### src/rtl/dmwc_ram.sv
// generic single-write, single-read synchronous ram with registered read data
module dmwc_ram #(
  parameter int unsigned Width = 8,
  parameter int unsigned Depth = 16
) (
  input  logic                     clk_i,
  input  logic                     we_i,
  input  logic [$clog2(Depth)-1:0] waddr_i,
  input  logic [Width-1:0]         wdata_i,
  input  logic                     re_i,
  input  logic [$clog2(Depth)-1:0] raddr_i,
  output logic [Width-1:0]         rdata_o
);

  logic [Width-1:0] mem_q [Depth];
  logic [Width-1:0] rdata_q;

  always_ff @(posedge clk_i) begin
    if (we_i) begin
      mem_q[waddr_i] <= wdata_i;
    end
    if (re_i) begin
      rdata_q <= mem_q[raddr_i];
    end
  end

  assign rdata_o = rdata_q;

endmodule

### config.mk
export PLATFORM = sky130hd
export DESIGN_NAME = dmwc_ram
export DESIGN_NICKNAME = d
export VERILOG_FILES = /design/src/rtl/dmwc_ram.sv
export SDC_FILE = /design/constraint.sdc
export NUM_CORES = 1
export LEC_CHECK = 0
export BUFFER_PORTS_ARGS = -buffer_cell sky130_fd_sc_hd__clkbuf_2
export CORE_MARGIN = 8
export CORE_UTILIZATION = 40
export DETAILED_ROUTE_END_ITERATION = 8
export PLACE_DENSITY_LB_ADDON = 0.25
export SYNTH_ARGS = -nofsm -noshare
export SYNTH_HDL_FRONTEND = slang
export SYNTH_SLANG_ARGS = --single-unit
export TNS_END_PERCENT = 100
### constraint.sdc
create_clock -name clk_i -period 1.9 [get_ports clk_i]
set_clock_uncertainty 0.15 [all_clocks]
set_input_delay 0.19 -clock clk_i [delete_from_list [all_inputs] [get_ports clk_i]]
set_output_delay 0.19 -clock clk_i [all_outputs]
set_load 0.005 [all_outputs]
### Word level (Yosys, flattened, before mapping)

Memory sizes are Yosys's and may differ from the RTL's. A register that Yosys moved wholly into a read port is not among the register bits.
Cells that the tools add are included.

| cells by class | value |
|---|---|
| magnitude comparators | 0 |
| multiply operators | 0 |
| shift operators | 0 |
| equal/unequal tests | 0 |
| bitwise logic cells | 0 |
| div/mod/pow operators | 0 |
| reductions and logical operators | 0 |
| add/sub/neg operators | 0 |
| mux-type cells | 2 |

Operators with widths:

| kind | count |
|---|---|
| 2-to-1 mux 1 bit | 2 |

| word-level totals | value |
|---|---|
| flip-flop bits (word level) | 0 |
| output and inout bits | 8 |
| input port bits | 19 |
| ROM bits | 0 |
| latch bits | 0 |
| bits in writable memories | 128 |
| memories kept | 1 |

Memories:

| memory | words | width | rd ports | clocked after memory_dff | write ports | line | source |
|---|---|---|---|---|---|---|---|
| mem_q | 16 | 8 | 1 | 1 | 1 | 15 | `logic [Width-1:0] mem_q [Depth];` |

### Logic depth before layout (Yosys ltp)

Gate-level depths: netlist (run 1).

| depth | value |
|---|---|
| word-level depth | 2 |
| gate-level depth with buffers | 5 |
| mapped depth without buffers | 3 |

### Worst setup path after synthesis (run 1)

No wires, ideal clock.

| timing | value |
|---|---|
| path type | input-to-reg |
| from | in waddr_i[2] |
| to | mem mem_q[0][0] (enable) |
| arrival time | 1.300 ns |
| path slack | 0.067 ns |
| data required time | 1.367 ns |
| buffers on the path | 0 |
| stages on the path | 2 |
| setup time | 0.383 ns |
| path through | or3b_2 nor3_1 |

RTL lines:

| element | line | source |
|---|---|---|
| start: declaration | 8 | `input logic [$clog2(Depth)-1:0] waddr_i,` |
| end: declaration | 15 |  |

Straight into the memory's write port.

==> metrics.txt, run 1 <==
status=completed; Critical Path Max Stage Delay=roughly 0.5 ns; # clock sinks=136; count of cell types in the netlist=18; postcts setup bufs=0; kind of critical path=register to register; worst-path fanout max=1; reg-to-reg slack, setup=0.27 ns; yosys warns=0; worst min-delay path class=input port to register; PD cells=about 1100 nW/um^2; CTS Hold Bufs=0; stages on the worst setup path=3; drt via density=between 5 and 6; critical path capture point type=register; root buffer cell=clkbuf_16; Max-Cap Viols=0; IO Count=27; area leader, netlist=edfxtp_1; width of the die=~130 um; Max-slew headroom=between 60% and 70%; top post-synthesis cells by area=edfxtp_1, mux4_2, mux4_1, a22oi_1, nor2_1; number of global-route vias before repair=approximately 2700; Synth Instances=between 200 and 250; R2R depth=3; unrepaired setup endpoints after global routing=no; Setup TNS=0 ns; First-pass DRT Iterations=4; GP Congestion=0.7440; CTS clk-pin slew, worst paths=roughly 0.060 ns; Data required, critical path=~1.9 ns; most frequent cells in the layout=edfxtp_1, clkbuf_2, buf_4; final antenna-violating net count=0; Synth-to-Final Area Change=20.06%; # H-tree levels=4; initial drt markers=around 190; FMAX=614.9 MHz; fin crit share=between 80% and 90%; Worst-Skew Late Latency=between 0.4 and 0.5 ns; core area=around 13000 um^2; gr ovfl total=0; CP max-delay cell=mux4_1; post-synthesis register bit count=136; nets=around 300; Worst-Margin Slew=0.4671 ns; Worst VDD drop=between 600 and 700 uV; Multi-input gate area=1057 um^2; cts bufs inserted=17; post-CTS sizing=0; setup violators final=0; via count=about 2400; DR WL/cell=approximately 21 um; largest net degree at the start of global routing=28; leading cell type in the layout, fill and taps excluded=edfxtp_1; first-pass GRT wire length=between 15 and 20 mm; port bufs=26; hpwl dp=between 6 and 7 mm; Setup crit start=mem_q[9][5]$_DFFE_PP_; post-synthesis sequential area ratio=a little under 80%; Final Hold Vio Count=0; Post-Syn Area=between 5000 and 6000 um^2; Worst R2R End=rdata_o[5]$_DFFE_PP_; total power=a little under 7 mW; top cell type's share of synthesized area=78.12%; DRC=0; dominant delay contributor by cell family on the critical path=multiplexers; WP data arrival=about 1.6 ns; fin crit period=~1.6 ns; syn_area_per_cell=22.83 um^2; Leakage=about 2.1 nW; routed wire length=10.16 mm; max-slew violation count=0; Synth Net Count=248; All-Layer GR Usage=about an eighth; final worst slack=~0.27 ns; Hold Worst Slack=approximately 0.042 ns; register area=4084 um^2; CTS tree=built; Worst Setup EP=rdata_o[5]$_DFFE_PP_; Rows=41; initial antenna violation count=0; die extent in y=roughly 130 um; Die Area=~17000 um^2; Initial Utilization=about two fifths; worst path cell trace=mux4_1, a22oi_1, nand2_1; RR Startpoint=mem_q[9][5]$_DFFE_PP_; CP bufs+invs=0; Layout fillers=about 1100; CTS Buffer Depth=2; setup slack at placement=-0.07653 ns; Startpoint Class=register; fraction of layout cells with a size suffix above 1=roughly a third; diode count=0
-- state kept, by name, indices dropped and copies added, names as in the netlist --
signal   flops
mem_q      128
rdata_o      8
-- cells in the mapped netlist --
cell type,instances
nor3_1,4
edfxtp_1,136
mux4_2,18
buf_6,3
buf_4,1
nand2b_1,2
buf_2,3
nand2_1,9
nor2b_1,1
nor2_1,13
and2_1,1
nand3_1,1
a22oi_1,16
nand3b_1,2
clkdlybuf4s25_2,3
and2b_1,1
mux4_1,14
or3b_2,1
-- worst reg2reg max path: stages, from the launching register on --
cell	delay, ns
edfxtp_1	0.35
mux4_1	0.51
a22oi_1	0.28
nand2_1	0.08
-- metal layers --
layer / wire, um / share of wire [%] / global-route usage (%) / vias to the layer above
met3: 733 / 7.2 / 3.590 / 4
met4: 89 / 0.88 / 5.943 / 0
met2: 4978 / 49 / 20.48 / 68
met1: 4363 / 43 / 17.24 / 1269
met5: 0 / 0 / 0 / -
li1: - / - / - / 1099
-- area by class of cell --
type	count	share of cell area [%]
multi-input combinational	83	16.85
clock buffer	18	6.838
sequential	136	65.07
tap	172	3.429
clock inverter	14	2.472
timing repair buffer	50	5.343
-- kinds of logic (layout without fill, tap and decap cells) --
group	Yosys count	count (layout)	share of synthesized area, %
flip-flops	136	136	78.12
AND/OR/NAND/NOR	35	35	3.136
multiplexers	32	32	14.79
AO/OA/AOI/OAI	16	16	2.298
buffers and inverters	10	82	1.651
-- how the worst min path moves through the flow --
stage	cells past startpoint	start	slack (ns)	to
after global routing	1	re_i	0.05	rdata_o[3]$_DFFE_PP_
after global placement	1	rdata_o[3]$_DFFE_PP_	0.44	rdata_o[3]
after CTS	1	re_i	0.03	rdata_o[3]$_DFFE_PP_
after floorplan	0	wdata_i[0]	0.14	mem_q[0][0]$_DFFE_PP_
final	1	re_i	0.04	rdata_o[3]$_DFFE_PP_
after detailed placement	1	rdata_o[4]$_DFFE_PP_	0.44	rdata_o[4]
-- power by group --
part           switching (mW)  internal [mW]  total [mW]
combinational           0.173          0.138       0.311
sequential             0.0178           3.38        3.40
clock                    1.17           2.05        3.21
-- metrics by stage --
stage	instance area [um^2]	util, %	instances
final	6276	49.53	473
after global routing	6276	49.53	473
after CTS	6276	49.53	473
after detailed placement	5692	44.92	441
after global placement	5692	44.92	441
after floorplan	5228	-	229
No activity file was read; power rests on OpenSTA's default activity.
==> run 2: changes to the inputs <==
==> constraint.sdc (replaced) <==
create_clock -name clk_i -period 1.9 [get_ports clk_i]
set_clock_uncertainty 0.15 [all_clocks]
set_input_delay 0.095 -clock clk_i [delete_from_list [all_inputs] [get_ports clk_i]]
set_output_delay 0.095 -clock clk_i [all_outputs]
set_load 0.005 [all_outputs]
==> run 2 against run 1 <==
  * Hold slack better by 0.070 ns
  * Global-route usage down 0.46 points
  * Fmax about the same
  * Cell count up 0.85%
  * Routed wire length down 3.4%
  * First-iteration DRC count up 71%
  * Utilization about the same
  * Count of clock-buffer cells in the layout up 4
  * Setup slack about the same
  * Non-clock buffer count up 8
  * Largest power group unchanged
==> metrics.txt, run 2 (synthesized netlist as in run 1, its figures left out) <==
gr ovfl total=0 (unchanged); worst min-delay path class=input port to register; kind of critical path=register to register; most frequent cells in the layout=edfxtp_1, clkbuf_2, buf_4; worst path cell trace=mux4_1, a22oi_1, nand2_1; # H-tree levels=4 (unchanged); fin crit share=85.56% (about the same); IO Count=27 (unchanged); Inst Count DP=440 (-0.23%); setup violators final=0 (unchanged); fin crit period=1.626 ns (-0.0004970 ns); diode count=0 (unchanged); reg-to-reg slack, setup=0.27 ns (about the same); Max-Cap Viols=0 (unchanged); GP Congestion=0.7123 (-4.3%); Worst-Skew Late Latency=0.40 ns (about the same); DR WL/cell=20.59 um (-4.2%); CTS Buffer Depth=2 (unchanged); Worst-Margin Slew=0.4207 ns (-0.04643 ns); via count=2461 (+0.86%); # clock sinks=136 (unchanged); width of the die=130.3 um (unchanged); placed cell area=5709 um^2 (+0.31%); max FFs per register=128 (unchanged); drt via density=5.159 (about the same); port bufs=26 (unchanged); Leakage=2.115 nW (-0.96%); First-pass DRT Iterations=4 (unchanged); Rows=41 (unchanged); worst-path fanout max=1 (unchanged); largest net degree at the start of global routing=23 (-18%); max-slew violation count=0 (unchanged); cts bufs inserted=17 (unchanged); Startpoint Class=register; critical path capture point type=register; post-CTS sizing=0 (unchanged); All-Layer GR Usage=12.80% (-0.46 points); Initial Utilization=41.26% (unchanged); Die Area=16980 um^2 (unchanged); postcts setup bufs=0 (unchanged); Max-slew headroom=71.95% (+3.1 points); Data required, critical path=1.89 ns (about the same); Synth-to-Final Area Change=20.03% (about the same); Worst VDD drop=585.0 uV (-3.4%); WP data arrival=1.62 ns (about the same); fin util=49.52% (about the same); root buffer cell=clkbuf_16; Critical Path Max Stage Delay=0.51 ns (about the same); CTS Hold Bufs=9 (+9); final antenna-violating net count=0 (unchanged); RR Startpoint=mem_q[9][1]$_DFFE_PP_; DRC=0 (unchanged); initial antenna violation count=0 (unchanged); final std cells w/o fill=477 (+0.85%); PD cells=1020 nW/um^2 (-7.6%); CP max-delay cell=mux4_1; Hold Worst Slack=0.1115 ns (+0.06981 ns); first-pass GRT wire length=15.08 mm (-4.2%); number of global-route vias before repair=2606 (-1.7%); Setup TNS=0 ns (unchanged); CTS tree=built; post-route design area=6275 um^2 (about the same); hold path endpoint=mem_q[4][6]$_DFFE_PP_; nets=315 (+2.6%); core area=12670 um^2 (unchanged); R2R depth=3 (unchanged); FMAX=615.1 MHz (about the same); final worst slack=0.2743 ns (+0.0004970 ns); status=completed; Worst R2R End=rdata_o[1]$_DFFE_PP_; die extent in y=130.3 um (unchanged); Worst Hold Launch=waddr_i[0]; routed wire length=9.823 mm (-3.4%); CTS clk-pin slew, worst paths=0.05 ns (about the same); fraction of layout cells with a size suffix above 1=28.85% (-3.4 points); largest reg by FF count=mem_q; hpwl dp=6.535 mm (-1.3%); leading cell type in the layout, fill and taps excluded=edfxtp_1; hold path cells=3 (+2); total power=6.401 mW (-7.6%); setup slack at placement=0.03051 ns (+0.1070 ns); unrepaired setup endpoints after global routing=no; initial drt markers=329 (+71%); Final Hold Vio Count=0 (unchanged)
==> run 2: cell types whose count changed in the layout (fill, tap and decap cells not counted), sizes merged, moves of 2 or more <==
cell,delta
dlygate4sd3,+9
clkbuf,+4
clkinv,-4
bufinv,-3
inv,-2
==> run 2: report_power, final <==
group          switching [mW]  internal, mW
clock network            1.06          1.62
logic                   0.173         0.154
registers              0.0187          3.38
total                    1.25          5.15
==> run 2: final cells by class <==
class | instances | area [um^2]
sequential | 136 | 4084
multi-input combinational | 83 | 1057
timing repair buffer | 58 | 442.9
clock buffer | 22 | 444.2
clock inverter | 6 | 31.28
fill | 1041 | 6396
tap | 172 | 215.2
==> run 2: critical path: cells and delay by family, from the launching register on <==
| family | cells | cell delay [ns] |
|---|---|---|
| compound gates | 1 | 0.27 |
| flops | 1 | 0.37 |
| mux | 1 | 0.51 |
| simple gates | 1 | 0.08 |
==> run 2: metal layers <==
layer	track usage [%]	routed length, um	share of wire, %	vias to the layer above
li1	-	-	-	1110
met1	16.17	4477	46	1290
met2	20.38	4903	50	53
met3	3.386	339	3.5	8
met4	5.738	104	1.1	0
met5	0	0	0	-
==> run 2: worst max-delay path by stage <==
| stage | from | to | slack, ns |
|---|---|---|---|
| 2_1_floorplan | waddr_i[2] | mem_q[0][0]$_DFFE_PP_ | 0.16 |
| 3_3_place_gp | raddr_i[0] | rdata_o[1]$_DFFE_PP_ | 0.05 |
| 3_5_place_dp | raddr_i[0] | rdata_o[1]$_DFFE_PP_ | 0.03 |
| 4_1_cts | mem_q[9][1]$_DFFE_PP_ | rdata_o[1]$_DFFE_PP_ | 0.24 |
| 5_1_grt | mem_q[11][0]$_DFFE_PP_ | rdata_o[0]$_DFFE_PP_ | 0.23 |
| 6_report | mem_q[9][1]$_DFFE_PP_ | rdata_o[1]$_DFFE_PP_ | 0.27 |
